## src/hw/rtl/ubdc_pkg.sv

```systemverilog
// Shared types, constants and prescaler decode for the baud divisor calculator.
`default_nettype none

package ubdc_pkg;

   // Register indexes on the configuration port
   localparam logic CSR_INTERNAL_CLOCK = 1'b0;
   localparam logic CSR_EXTERNAL_CLOCK = 1'b1;

   // Field widths
   localparam int CLK_W   = 27;
   localparam int CFG_W   = 16;
   localparam int BAUD_W  = 24;
   localparam int WORD_W  = 16;
   localparam int SHIFT_W = 4;

   // Oscillator values after reset
   localparam logic [CLK_W-1:0] INTERNAL_CLOCK_RESET = 27'd16000000;
   localparam logic [CLK_W-1:0] EXTERNAL_CLOCK_RESET = 27'd8000000;

   // Divider cells: quotient bits and remainder width
   localparam int QUO_W = 32;
   localparam int REM_W = 26;
   localparam int STEPS = QUO_W;

   // Split of usartdiv by 100: ceil(2^37 / 100), exact for any 32-bit value
   localparam logic [15:0] DIV100_MUL_LO = 16'h851F;
   localparam logic [15:0] DIV100_MUL_HI = 16'h51EB;
   localparam int          DIV100_SHIFT  = 37;
   localparam int          QMANT_W       = 2*QUO_W - DIV100_SHIFT;

   // Rounding of the fraction
   localparam logic [10:0]      ROUND_HALF  = 11'd50;
   localparam logic [10:0]      RECIP_100   = 11'd1311;   // 2^17 / 100, rounded up
   localparam int               RECIP_SHIFT = 17;
   localparam int               MANT_W      = 12;

   // One item travelling down a divider chain. nq holds the dividend bits not
   // yet consumed in its top and the quotient bits produced so far at the bottom.
   typedef struct packed {
      logic             valid;
      logic             over8;
      logic             zero_baud;
      logic [QUO_W-1:0] nq;
      logic [REM_W-1:0] rem;
      logic [REM_W-1:0] den;
   } cell_type;

   // AHB prescale code to right-shift amount
   function automatic logic [SHIFT_W-1:0] ahb_shift(input logic [3:0] code);
      logic [SHIFT_W-1:0] sh;
      if (!code[3]) begin
         sh = 4'd0;
      end else begin
         unique case (code[2:0])
            3'd0: sh = 4'd1;
            3'd1: sh = 4'd2;
            3'd2: sh = 4'd3;
            3'd3: sh = 4'd4;
            3'd4: sh = 4'd6;
            3'd5: sh = 4'd7;
            3'd6: sh = 4'd8;
            3'd7: sh = 4'd9;
            default: sh = 4'd0;
         endcase
      end
      return sh;
   endfunction

   // APB2 prescale code to right-shift amount
   function automatic logic [SHIFT_W-1:0] apb_shift(input logic [2:0] code);
      logic [SHIFT_W-1:0] sh;
      sh = code[2] ? {2'b00, code[1:0]} + 4'd1 : 4'd0;
      return sh;
   endfunction

endpackage

`default_nettype wire

```

## src/hw/rtl/ubdc_div_cell.sv

```systemverilog
// One restoring-division cell: produces one quotient bit per item and registers it.
`default_nettype none

module ubdc_div_cell (
   input  wire logic              clock,
   input  wire logic              reset,
   input  wire logic              en,
   input  wire ubdc_pkg::cell_type cell_in,
   output ubdc_pkg::cell_type      cell_out
);

   logic [ubdc_pkg::REM_W:0] trial;
   logic [ubdc_pkg::REM_W:0] diff;
   logic                     take;
   ubdc_pkg::cell_type       cell_in_next;
   ubdc_pkg::cell_type       cell_ff;

   // Shift in the next dividend bit, subtract the divisor when it fits
   always_comb begin
      trial = {cell_in.rem, cell_in.nq[ubdc_pkg::QUO_W-1]};
      take  = (trial >= {1'b0, cell_in.den});
      diff  = trial - {1'b0, cell_in.den};
      cell_in_next     = cell_in;
      cell_in_next.rem = take ? diff[ubdc_pkg::REM_W-1:0] : trial[ubdc_pkg::REM_W-1:0];
      cell_in_next.nq  = {cell_in.nq[ubdc_pkg::QUO_W-2:0], take};
   end

   // Advance the item when the pipe moves
   always_ff @(posedge clock) begin
      if (reset) begin
         cell_ff.valid <= 1'b0;
      end else if (en) begin
         cell_ff <= cell_in_next;
      end
   end

   assign cell_out = cell_ff;

endmodule

`default_nettype wire

```

## src/hw/rtl/ubdc_div_chain.sv

```systemverilog
// Row of STEPS division cells giving a full quotient and remainder.
`default_nettype none

module ubdc_div_chain (
   input  wire logic              clock,
   input  wire logic              reset,
   input  wire logic              en,
   input  wire ubdc_pkg::cell_type chain_in,
   output ubdc_pkg::cell_type      chain_out
);

   ubdc_pkg::cell_type links [0:ubdc_pkg::STEPS];

   assign links[0] = chain_in;

   // Each cell hands its item to the next one
   for (genvar i = 0; i < ubdc_pkg::STEPS; i++) begin : g_cell
      ubdc_div_cell u_cell (
         .clock    (clock),
         .reset    (reset),
         .en       (en),
         .cell_in  (links[i]),
         .cell_out (links[i+1])
      );
   end

   assign chain_out = links[ubdc_pkg::STEPS];

endmodule

`default_nettype wire

```

## config.mk

```make
export PLATFORM = sky130hd
export DESIGN_NAME = ubdc_div_chain
export DESIGN_NICKNAME = d
export VERILOG_FILES = /design/src/hw/rtl/ubdc_pkg.sv /design/src/hw/rtl/ubdc_div_cell.sv /design/src/hw/rtl/ubdc_div_chain.sv
export SDC_FILE = /design/constraint.sdc
export NUM_CORES = 2
export LEC_CHECK = 0
export BUFFER_PORTS_ARGS = -buffer_cell sky130_fd_sc_hd__buf_4
export CORE_UTILIZATION = 50
export CTS_CLUSTER_DIAMETER = 40
export DETAILED_ROUTE_END_ITERATION = 16
export PLACE_DENSITY = 0.68
export REMOVE_ABC_BUFFERS = 1
export SYNTH_ARGS = -nofsm -noshare
export SYNTH_HDL_FRONTEND = slang
export SYNTH_HIERARCHICAL = 1
export SYNTH_SLANG_ARGS = --single-unit
```

## constraint.sdc

```tcl
create_clock -name clock -period 5.5 [get_ports clock]
set_input_delay 0.825 -clock clock [delete_from_list [all_inputs] [get_ports clock]]
set_output_delay 0.825 -clock clock [all_outputs]
set_load 0.02 [all_outputs]
```

==> results.yml <==
finish:
  final_cells: 15700
  final_layout_size_suffix_gt1_share_pct: 17.2
  final_common_cell: "edfxtp_1"
  syn_to_final_growth_pct: 14.6
  nets: 12500
  fill_cells: 22900
  most-common-layout-cells: "edfxtp_1, inv_1, ha_1"
  largest_reg_flops: 2784
power:
  ir_drop_v: 0.000301
  p_leak_nw: 65.4
  powerDensity_nw_per_um2: 392
synthesis:
  ys_ff_latch: 2784
  synth_top_area_share_pct: 57.1
  ys_types: 75
  synth_warnings: 6
  ys.flop_type: "edfxtp_1"
  seq_area_frac_synth_pct: 57.5
  syn_avg_cell_area_sq_um: 13.2
  ys_async_sr_fraction_pct: 0
  syn_area_sq_um: 145000
  synth-edff-count: 2752
  syn_inst: 10900
  yosysTopAreaCell: "edfxtp_1"
  netlist_top_cells_area: "edfxtp_1, ha_1, mux2_4"
sta:
  setup_viol: 0
  slew_headroom_pct: 31.1
  hold_viol: 0
  period_share_pct: 72.4
  setup_tns_ns: 0
  clock_skew_ns: 0.0432
  min_period_ns: 3.98
  grt_setup_unrepaired: "no"
  fmax_mhz: 251
  slew_viol_final: 0
  max_slew.worst_pin.slew_ns: 1.03
worst_setup_path:
  worstPathCellList: "inv_1 -> ha_1 -> nand3_1 -> nor4_1 -> nand4_1 -> o211ai_1 -> a21oi_4 -> inv_2 -> mux2_2"
  critPathTopFamily: "simple AND/OR/NAND/NOR gates"
  end_kind: "flop"
  path_max_fanout: 24
  critPathBufInv: 2
  critPathMaxStageDelay_ns: 0.83
  start_kind: "flop"
  required_ns: 6.18
  crit_slowest_cell: "nor4_1"
  crit_arrival_ns: 4.66
  path_class: "flop to flop"
detailed_routing:
  drtAntennaViolNets: 0
  dr.pass1.iters: 6
  avgViaCountPerCell: 5.78
  drc: 0
  drtIter0Drc: 6943
  wl_per_cell_um: 23.5
  vias: 90500
  wl_um: 369000
grt:
  grt_pass1_wl_um: 553000
  grt_max_degree: 87
  grt_pass1_vias: 90100
  overflow: 0
  grtUsageTotal_pct: 24.7
  antenna_found_initial: 15
cts:
  cts_tree: "yes"
  cts_resized: 0
  htree_num_levels: 5
  path_clk_slew_ns: 0.05
  hold_buffers: 40
  clkLatencyLatePin_ns: 0.95
  cts_made_buffers: 417
  postCtsSetupRepairBufs: 0
  clkSinkCount: 2784
  root_buffer: "clkbuf_16"
  cts_max_path_buffers: 4
floorplanning:
  dieArea_sq_um: 292000
  die_w_um: 540
  start_util_pct: 50.3
  num_rows: 197
  die_h_um: 540
  core_region_area_sq_um: 288000
  io_pins: 177
place:
  place_inst: 14800
  dp_hpwl_um: 282000
  gp_congestion: 0.946
  port_buffers: 176
run:
  maxCapViolations: 0
worst_hold_path:
  holdCritPathClass: "input port to flop"
run_status:
  status: "finished clean"
where the power goes:
part / switching (mW) / internal, mW / leakage, nW
clock network: 10.5 / 16.9 / 7.10
registers: 0.869 / 25.1 / 26.1
logic: 6.38 / 5.21 / 32.3
total: 17.8 / 47.2 / 65.4
routing by layer:
layer,up-vias,track usage (%),wire (um)
li1,42700,-,-
met2,2653,41.1,175000
met1,44600,33.0,160000
met5,-,0,13
met4,2,10.2,15800
met3,633,2.90,17400
stage by stage:
stage	util, %	cell area [sq um]	power (mW)	setup WS (ns)	hold slack (ns)
2_1_floorplan	-	143000	34.7	0.301	0.400
3_3_place_gp	52.4	151000	37.7	1.52	0.400
3_5_place_dp	52.4	151000	37.8	1.54	0.405
4_1_cts	57.6	166000	65.5	1.57	0.00403
5_1_grt	57.6	166000	67.5	1.32	0.0453
6_report	57.6	166000	65.0	1.52	0.0859
area by class of cell:
type                            count  area (sq um)  share of cell area (%)
Timing Repair Buffer              315          2790                    1.68
Tap cell                         3781          4730                    2.85
Inverter                         1112          4170                    2.52
Multi-Input combinational cell   6872         56200                    33.8
Sequential cell                  2784         83300                    50.2
Clock inverter                    326          4040                    2.43
Antenna cell                       15          37.5                  0.0226
Clock buffer                      459         10700                    6.47
Yosys cell counts, types with 48 or more instances:
cell,number
edfxtp_1,2752
inv_1,1088
ha_1,832
a21oi_1,656
nand2_1,624
mux2_4,536
nor2_1,520
xnor2_1,400
o21ai_0,272
xor2_1,264
a21o_1,192
mux2_2,168
nand3_1,168
nor3_1,168
nor2b_1,160
a211oi_1,152
o21a_1,152
nand4_1,104
or3_1,96
mux2i_1,80
o31ai_1,80
a311oi_1,72
o21bai_1,72
a211o_1,56
a221oi_1,56
and3_1,56
clkbuf_1,56
nand2b_1,56
a41o_1,48
buf_6,48
o31ai_2,48
worst paths after layout:
kind | start | endpoint | slack (ns) | depth (start not counted)
setup / recovery | g_cell[28].u_cell/cell_out[8]$_DFFE_PP_ | g_cell[29].u_cell/cell_out[30]$_DFFE_PP_ | 1.52 | 9
hold / removal | chain_in[82] | g_cell[0].u_cell/cell_out[83]$_DFFE_PP_ | 0.09 | 1
setup reg to reg | g_cell[28].u_cell/cell_out[8]$_DFFE_PP_ | g_cell[29].u_cell/cell_out[30]$_DFFE_PP_ | 1.52 | 9
hold reg to reg | g_cell[29].u_cell/cell_out[61]$_DFFE_PP_ | g_cell[30].u_cell/cell_out[62]$_DFFE_PP_ | 0.38 | 0
worst reg2reg max path: stages (launching register included):
cell      delay [ns]
edfxtp_1        0.36
inv_1           0.06
ha_1            0.39
nand3_1         0.28
nor4_1          0.84
nand4_1         0.25
o211ai_1        0.34
a21oi_4         0.15
inv_2           0.62
mux2_2          0.45
kinds of logic after synthesis:
family / Yosys count / share of synthesized area, %
compound gates: 2392 / 12.2
fa+ha+maj: 864 / 7.63
flops: 2784 / 57.5
simple gates: 2168 / 7.36
xor+xnor: 664 / 4.02
mux: 784 / 7.42
buf+inv: 1280 / 3.84
Power figures use the tool's default switching activity.
