===== src/hw/rtl/ubdc_pkg.sv =====
// Shared types, constants and prescaler decode for the baud divisor calculator.
`default_nettype none

package ubdc_pkg;

   // Register indexes on the configuration port
   localparam logic CSR_INTERNAL_CLOCK = 1'b0;
   localparam logic CSR_EXTERNAL_CLOCK = 1'b1;

   // Field widths
   localparam int CLK_W   = 27;
   localparam int CFG_W   = 16;
   localparam int BAUD_W  = 24;
   localparam int WORD_W  = 16;
   localparam int SHIFT_W = 4;

   // Oscillator values after reset
   localparam logic [CLK_W-1:0] INTERNAL_CLOCK_RESET = 27'd16000000;
   localparam logic [CLK_W-1:0] EXTERNAL_CLOCK_RESET = 27'd8000000;

   // Divider cells: quotient bits and remainder width
   localparam int QUO_W = 32;
   localparam int REM_W = 26;
   localparam int STEPS = QUO_W;

   // Split of usartdiv by 100: ceil(2^37 / 100), exact for any 32-bit value
   localparam logic [15:0] DIV100_MUL_LO = 16'h851F;
   localparam logic [15:0] DIV100_MUL_HI = 16'h51EB;
   localparam int          DIV100_SHIFT  = 37;
   localparam int          QMANT_W       = 2*QUO_W - DIV100_SHIFT;

   // Rounding of the fraction
   localparam logic [10:0]      ROUND_HALF  = 11'd50;
   localparam logic [10:0]      RECIP_100   = 11'd1311;   // 2^17 / 100, rounded up
   localparam int               RECIP_SHIFT = 17;
   localparam int               MANT_W      = 12;

   // One item travelling down a divider chain. nq holds the dividend bits not
   // yet consumed in its top and the quotient bits produced so far at the bottom.
   typedef struct packed {
      logic             valid;
      logic             over8;
      logic             zero_baud;
      logic [QUO_W-1:0] nq;
      logic [REM_W-1:0] rem;
      logic [REM_W-1:0] den;
   } cell_type;

   // AHB prescale code to right-shift amount
   function automatic logic [SHIFT_W-1:0] ahb_shift(input logic [3:0] code);
      logic [SHIFT_W-1:0] sh;
      if (!code[3]) begin
         sh = 4'd0;
      end else begin
         unique case (code[2:0])
            3'd0: sh = 4'd1;
            3'd1: sh = 4'd2;
            3'd2: sh = 4'd3;
            3'd3: sh = 4'd4;
            3'd4: sh = 4'd6;
            3'd5: sh = 4'd7;
            3'd6: sh = 4'd8;
            3'd7: sh = 4'd9;
            default: sh = 4'd0;
         endcase
      end
      return sh;
   endfunction

   // APB2 prescale code to right-shift amount
   function automatic logic [SHIFT_W-1:0] apb_shift(input logic [2:0] code);
      logic [SHIFT_W-1:0] sh;
      sh = code[2] ? {2'b00, code[1:0]} + 4'd1 : 4'd0;
      return sh;
   endfunction

endpackage

`default_nettype wire


===== src/hw/rtl/ubdc_prescale.sv =====
// Entry stage: peripheral clock from the prescalers, scaled dividend and divisor.
`default_nettype none

module ubdc_prescale (
   input  wire logic                          clock,
   input  wire logic                          reset,
   input  wire logic                          en,
   input  wire logic                          item_valid,
   input  wire logic [ubdc_pkg::CFG_W-1:0]    clock_config_word,
   input  wire logic                          oversample_by_eight,
   input  wire logic [ubdc_pkg::BAUD_W-1:0]   baud_rate,
   input  wire logic [ubdc_pkg::CLK_W-1:0]    internal_clock_hz,
   input  wire logic [ubdc_pkg::CLK_W-1:0]    external_clock_hz,
   output ubdc_pkg::cell_type                 cell_out
);

   logic [ubdc_pkg::CLK_W-1:0]   sys_clk;
   logic [ubdc_pkg::SHIFT_W-1:0] total_shift;
   logic [ubdc_pkg::CLK_W-1:0]   pclk;
   logic [ubdc_pkg::QUO_W-1:0]   pclk_wide;
   ubdc_pkg::cell_type           cell_in;
   ubdc_pkg::cell_type           cell_ff;

   // Pick the oscillator, divide by both prescalers, form 25*pclk and k*baud
   always_comb begin
      sys_clk     = (clock_config_word[3:2] == 2'b00) ? internal_clock_hz : external_clock_hz;
      total_shift = ubdc_pkg::ahb_shift(clock_config_word[7:4])
                  + ubdc_pkg::apb_shift(clock_config_word[15:13]);
      pclk        = sys_clk >> total_shift;
      pclk_wide   = {{(ubdc_pkg::QUO_W-ubdc_pkg::CLK_W){1'b0}}, pclk};

      cell_in.valid     = item_valid;
      cell_in.over8     = oversample_by_eight;
      cell_in.zero_baud = (baud_rate == '0);
      cell_in.nq        = (pclk_wide << 4) + (pclk_wide << 3) + pclk_wide;
      cell_in.rem       = '0;
      cell_in.den       = oversample_by_eight ? {1'b0, baud_rate, 1'b0}
                                              : {baud_rate, 2'b00};
   end

   always_ff @(posedge clock) begin
      if (reset) begin
         cell_ff.valid <= 1'b0;
      end else if (en) begin
         cell_ff <= cell_in;
      end
   end

   assign cell_out = cell_ff;

endmodule

`default_nettype wire


===== config.mk =====
export PLATFORM = sky130hd
export DESIGN_NAME = ubdc_prescale
export DESIGN_NICKNAME = d
export VERILOG_FILES = /design/src/hw/rtl/ubdc_pkg.sv /design/src/hw/rtl/ubdc_prescale.sv
export SDC_FILE = /design/constraint.sdc
export NUM_CORES = 1
export LEC_CHECK = 0
export ABC_AREA = 1
export ABC_CLOCK_PERIOD_IN_PS = 4850
export BUFFER_PORTS_ARGS = -buffer_cell sky130_fd_sc_hd__buf_4
export CAP_MARGIN = 20
export CORE_MARGIN = 2
export CORE_UTILIZATION = 30
export DETAILED_ROUTE_END_ITERATION = 8
export SKIP_LAST_GASP = 1
export SLEW_MARGIN = 15
export SYNTH_ARGS = -nofsm -noshare
export SYNTH_HDL_FRONTEND = slang
export SYNTH_SLANG_ARGS = --single-unit

===== constraint.sdc =====
create_clock -name clock -period 4.85 [get_ports clock]
set_input_delay 0.2425 -clock clock [delete_from_list [all_inputs] [get_ports clock]]
set_output_delay 0.2425 -clock clock [all_outputs]
set_load 0.005 [all_outputs]

==> results of run 1 <==
==> cells in the mapped netlist (all sizes together), types with 5 or more instances <==
master,number,area (sq um)
nand2,357,1370
nand3,156,796
inv,122,460
edfxtp,59,1770
ha,54,676
buf,50,354
nor2,46,188
o21ai,44,220
a21oi,42,210
xor2,23,201
clkbuf,9,33.8
nand4,9,56.3
nor3,8,40.0
fa,6,120
xnor2,6,71.3
nor4,5,31.3
o21bai,5,37.5
==> worst paths after layout <==
check                 endpoint  slack [ns]            startpoint
setup reg to reg  cell_out[86]        4.30          cell_out[86]
setup / recovery  cell_out[82]        0.38  clock_config_word[4]
hold reg to reg   cell_out[86]        0.46          cell_out[86]
hold / removal    cell_out[86]        0.11                 reset
==> layout make-up <==
class                   count  share of cell area
clock inverters             7             0.00609
clock buffers               9              0.0267
well taps                 285              0.0424
flip-flops and latches     60               0.213
multi-input cells         806               0.508
inverters                 122              0.0547
repair buffers            168               0.150
==> power breakdown <==
part           switching [W]  internal (W)  leakage, nW  total, W
Combinational        0.00220       0.00139         3.71   0.00359
Sequential         0.0000363      0.000890        0.555  0.000927
Clock               0.000230      0.000347        0.132  0.000577
==> kinds of logic after synthesis <==
group                    after synthesis
buffers and inverters                181
XOR/XNOR                              29
multiplexers                           2
adder cells (fa/ha/maj)               60
AND/OR/NAND/NOR                      583
AO/OA/AOI/OAI                        105
other                                  1
flip-flops                            60
==> worst register-to-register path: cells and delay by family, from the launching register on <==
family / cells / cell delay, ns
and+or+nand+nor: 1 / 0.05
DFF: 1 / 0.32
AOI/OAI and AO/OA: 1 / 0.11
==> metrics by stage <==
stage	total power [W]	utilization
floorplan	0.00340	-
global placement	0.00448	0.363
detailed placement	0.00451	0.363
CTS	0.00511	0.375
global route	0.00565	0.375
finish	0.00509	0.375
==> per-layer routing <==
layer / GRT usage / part of all wire / up-vias
met5: 0 / 0 / -
met4: 0.0450 / 0.020 / 0
met3: 0.0205 / 0.052 / 25
met2: 0.262 / 0.45 / 218
met1: 0.206 / 0.48 / 3123
li1: - / - / 3591
==> metrics.txt, run 1 <==
Layout Area Growth over Synthesis 23.8%; Hold Slack 0.107 ns; register bit count reported by yosys 60; number of antenna violations at the first check in global routing 0; vias per inst 4.77; Worst R2R Path Depth 2; post-placement worst setup slack 0.163 ns; Required @ worst endpoint 4.93 ns; fraction of synthesized area in multiplexers 0.00331; clock slew at reported path FFs 0.05 ns; adder and majority cell fraction of the synthesized area 0.117; sequential cell area 1790 sq um; Final Net Count 1326; starting density of the core 0.303; Hold Vio Cnt, Final 0; Crit-path slowest cell sky130_fd_sc_hd__fa_1; cell area reported after detailed placement 8140 sq um; total of hold buffers inserted after clock tree synthesis 0; number of flops mapped to enable cells by yosys 59; count of input and output buffers 151; number of DRC violations after detailed routing 0; Slew Limit Headroom 0.508; Post-Synth XOR/XNOR Area 0.0401; RD Place Congestion 0.916; overall die area 23900 sq um; Ports 186; starting DRC count in detailed routing 362; area inside the core boundary 22400 sq um; RSZ-0062 raised after global routing false; dominant synthesized flop cell sky130_fd_sc_hd__edfxtp_1; run status finished, final reports clean; most common library cell in the layout ignoring fill and taps sky130_fd_sc_hd__nand2_1; maximum number of pins on one net before global-route repair 60; Worst Max-Slew Pin Slew 0.738 ns; async set or reset register ratio after synthesis 0; sum of overflow across all layers after global routing 0; pwr dens 605 nW/um^2; period utilisation layout 0.921; synthesized cell area 6800 sq um; first-pass GRT wire length 30.9 mm; Detail Placement HPWL 15.1 mm; Syn Inst Count 1021; clock sink total 60; critical path type in2reg; main combinational cell family by area after synthesis simple AND/OR/NAND/NOR gates; Hold/Removal Path Class in2reg; Avg WL per Cell 12.7 um; footprint of the multi-input gates 4270 sq um; remaining antenna violation count after routing 0; maximum count of clock buffers along a single path 2; largest stage delay on the critical path 0.43 ns; crit end category register; DP Cell Count 1441; Cells on Worst Hold Path 2; number of fill cells 2444; number of cells on the critical path 25; Skew-Pair Late Insertion Delay 0.32 ns; post-route cell area 8420 sq um; commonest cells after routing, fill and taps aside 346 x sky130_fd_sc_hd__nand2_1, 168 x sky130_fd_sc_hd__buf_4, 153 x sky130_fd_sc_hd__nand3_1; worst path bufs/invs 4; count of maximum capacitance violations 0; number of H-tree levels 3; TritonCTS clock tree yes; total setup buffers inserted after CTS 0; Netlist cell types 38; number of standard cells in the layout, taps in and fillers out 1457; width of the die 155 um; max reg flops 60; Max Freq 0.224 GHz; Worst VDD drop 0.266 mV; number of resized instances in the post-cts repair step 0; share of synthesized cell area in and, or, nand and nor gates 0.367; kind of cell adding the most delay to the critical path simple AND/OR/NAND/NOR gates; count of final setup violators 0; crit path DAT 4.54 ns; count of final max-slew check failures 0; buffer type at the clock tree root sky130_fd_sc_hd__clkbuf_16; mean instance size in the synthesized netlist 6.66 sq um; Detailed Routing Iterations Pass 1 5; fraction of layout cells with a size suffix above 1 0.188; Final min period 4.47 ns; routed vias 6957; LEAKAGE 4.40 nW; CP max FO 29; number of antenna diodes 0; all-layer global routing usage 0.155; complex-gate fraction of the synthesized area 0.0837; routed wire length 18.6 mm; portion of the post-synthesis area used by sequential elements 0.263; worst clock skew 0 ns; setup total negative slack 0 ns; Worst Setup Slack, final 0.384 ns; vias in the first global route 6646; site row count 55; Yosys warnings 0; startpoint type of the worst setup path input pin; height of the chip 155 um; clock buffer count from CTS 9
(Power assumes the default switching activity.)
==> run 2, diff against run 1 <==
--- a/config.mk
+++ b/config.mk
@@ -7,11 +7,11 @@
 export LEC_CHECK = 0
 export ABC_AREA = 1
 export ABC_CLOCK_PERIOD_IN_PS = 4850
-export BUFFER_PORTS_ARGS = -buffer_cell sky130_fd_sc_hd__buf_4
 export CAP_MARGIN = 20
 export CORE_MARGIN = 2
 export CORE_UTILIZATION = 30
 export DETAILED_ROUTE_END_ITERATION = 8
+export DONT_BUFFER_PORTS = 1
 export SKIP_LAST_GASP = 1
 export SLEW_MARGIN = 15
 export SYNTH_ARGS = -nofsm -noshare
==> metrics.txt, run 2 (synthesis gave the netlist of run 1 again) <==
run status finished, final reports clean; max reg flops 60; Top Layer Used met4; first-pass GRT wire length 28.5 mm; routed wire length 17.3 mm; post-placement worst setup slack 0.311 ns; met3 wirelength from detailed routing 1.24 mm; total setup buffers inserted after CTS 0; clock buffer count from CTS 9; area inside the core boundary 22400 sq um; routed vias 6320; buffer type at the clock tree root sky130_fd_sc_hd__clkbuf_16; all-layer global routing usage 0.144; Hold/Removal Path Class in2reg; Final min period 4.26 ns; number of DRC violations after detailed routing 0; count of input and output buffers 0; pwr dens 665 nW/um^2; Worst VDD drop 0.237 mV; most common library cell in the layout ignoring fill and taps sky130_fd_sc_hd__nand2_1; Ports 186; CP startpoint clock_config_word[4]; maximum number of pins on one net before global-route repair 48; vias in the first global route 6007; number of resized instances in the post-cts repair step 0; crit path DAT 4.31 ns; share of the core filled with cells in the final layout 0.325; count of maximum capacitance violations 0; Detail Placement HPWL 14.1 mm; register-to-register setup slack 4.26 ns; number of antenna violations at the first check in global routing 0; Detailed Routing Iterations Pass 1 5; Worst R2R Path Depth 2; commonest cells after routing, fill and taps aside 346 x sky130_fd_sc_hd__nand2_1, 153 x sky130_fd_sc_hd__nand3_1, 109 x sky130_fd_sc_hd__inv_1; overall die area 23900 sq um; Final Net Count 1171; LEAKAGE 3.67 nW; height of the chip 155 um; number of antenna diodes 0; Slew Limit Headroom 0.570; remaining antenna violation count after routing 0; RSZ-0062 raised after global routing false; width of the die 155 um; maximum count of clock buffers along a single path 2; reg2reg end cell_out[86]; Worst Max-Slew Pin Slew 0.640 ns; clock slew at reported path FFs 0.05 ns; crit end category register; routed length on met1 8.03 mm; TritonCTS clock tree yes; CP max FO 28; RD Place Congestion 0.888; site row count 55; Layout Area Growth over Synthesis 7.12%; total of hold buffers inserted after clock tree synthesis 1; Skew-Pair Late Insertion Delay 0.32 ns; fraction of layout cells with a size suffix above 1 0.0619; sum of overflow across all layers after global routing 0; setup total negative slack 0 ns; critical path type in2reg; Max Freq 0.235 GHz; count of final max-slew check failures 0; met2 wire len 7.70 mm; Worst Setup Slack, final 0.593 ns; count of final setup violators 0; number of H-tree levels 3; starting density of the core 0.303; number of fill cells 2436; Hold Vio Cnt, Final 0; worst clock skew 0 ns; period utilisation layout 0.878; Avg WL per Cell 13.3 um; Required @ worst endpoint 4.91 ns; starting DRC count in detailed routing 487; vias per inst 4.85; clock sink total 60; timing endpoint of the critical path cell_out[75]; launching point of the worst reg2reg path cell_out[86]; startpoint type of the worst setup path input pin
[run 2: cell types whose count changed in the layout (fill, tap and decap cells not counted)]
cell / change
sky130_fd_sc_hd__buf_4: -157
sky130_fd_sc_hd__dlygate4sd3_1: +2
sky130_fd_sc_hd__inv_6: -1
sky130_fd_sc_hd__clkinv_4: +2
sky130_fd_sc_hd__clkinvlp_4: -2
sky130_fd_sc_hd__bufinv_16: +1
[run 2: critical path, cell delays in order]
cell and delay [ns]:
sky130_fd_sc_hd__ha_1 0.25, sky130_fd_sc_hd__nor2_1 0.04, sky130_fd_sc_hd__nor2_1 0.14, sky130_fd_sc_hd__inv_1 0.07
sky130_fd_sc_hd__fa_1 0.49, sky130_fd_sc_hd__inv_2 0.40, sky130_fd_sc_hd__nand3_1 0.21, sky130_fd_sc_hd__nand2_1 0.11
sky130_fd_sc_hd__nand2_1 0.06, sky130_fd_sc_hd__nand3_1 0.08, sky130_fd_sc_hd__nand2_1 0.14, sky130_fd_sc_hd__inv_1 0.11
sky130_fd_sc_hd__nand2_1 0.05, sky130_fd_sc_hd__nand2_1 0.05, sky130_fd_sc_hd__inv_1 0.04, sky130_fd_sc_hd__ha_1 0.29
sky130_fd_sc_hd__ha_1 0.37, sky130_fd_sc_hd__nand2_1 0.09, sky130_fd_sc_hd__nand3_1 0.14, sky130_fd_sc_hd__nand3_1 0.10
sky130_fd_sc_hd__nand2_1 0.10, sky130_fd_sc_hd__a21boi_0 0.36, sky130_fd_sc_hd__o21ai_0 0.20, sky130_fd_sc_hd__xor2_1 0.17
[run 2: per-layer routing]
layer,up-vias,global-route usage
li1,3275,-
met1,2798,0.188
met2,228,0.241
met3,19,0.0294
met4,0,0.0406
met5,-,0
[run 2: area by class of cell]
| class | count | area, sq um | share of cell area |
|---|---|---|---|
| well taps | 285 | 357 | 0.0490 |
| inverters | 122 | 460 | 0.0632 |
| clock inverters | 7 | 75.1 | 0.0103 |
| repair buffers | 13 | 103 | 0.0141 |
| flip-flops and latches | 60 | 1790 | 0.246 |
| multi-input cells | 806 | 4270 | 0.587 |
| clock buffers | 9 | 225 | 0.0309 |
[run 2: report_power, final]
group | total [W] | switching (W) | internal (W)
sequential | 0.000979 | 0.0000820 | 0.000897
clock | 0.000625 | 0.000226 | 0.000399
combinational | 0.00324 | 0.00209 | 0.00115
[run 2: worst min path at each step]
| stage | from | to | slack [ns] | cells after the start |
|---|---|---|---|---|
| after floorplan | reset | cell_out[86] | 0.31 | 1 |
| after global placement | reset | cell_out[86] | 0.31 | 1 |
| after detailed placement | reset | cell_out[86] | 0.32 | 1 |
| after CTS | oversample_by_eight | cell_out[85] | 0.006 | 0 |
| after global routing | item_valid | cell_out[86] | 0.06 | 2 |
| final | item_valid | cell_out[86] | 0.06 | 2 |
[run 2: stage by stage]
step | std cells | power [W] | hold slack [ns] | instance area [sq um]
after global placement | 1284 | 0.00422 | 0.314 | 6960
final | 1302 | 0.00485 | 0.0605 | 7280
after floorplan | 1047 | 0.00340 | 0.312 | 6900
after CTS | 1301 | 0.00488 | 0.00624 | 7270
after global routing | 1302 | 0.00536 | 0.0564 | 7280
after detailed placement | 1284 | 0.00422 | 0.321 | 6960
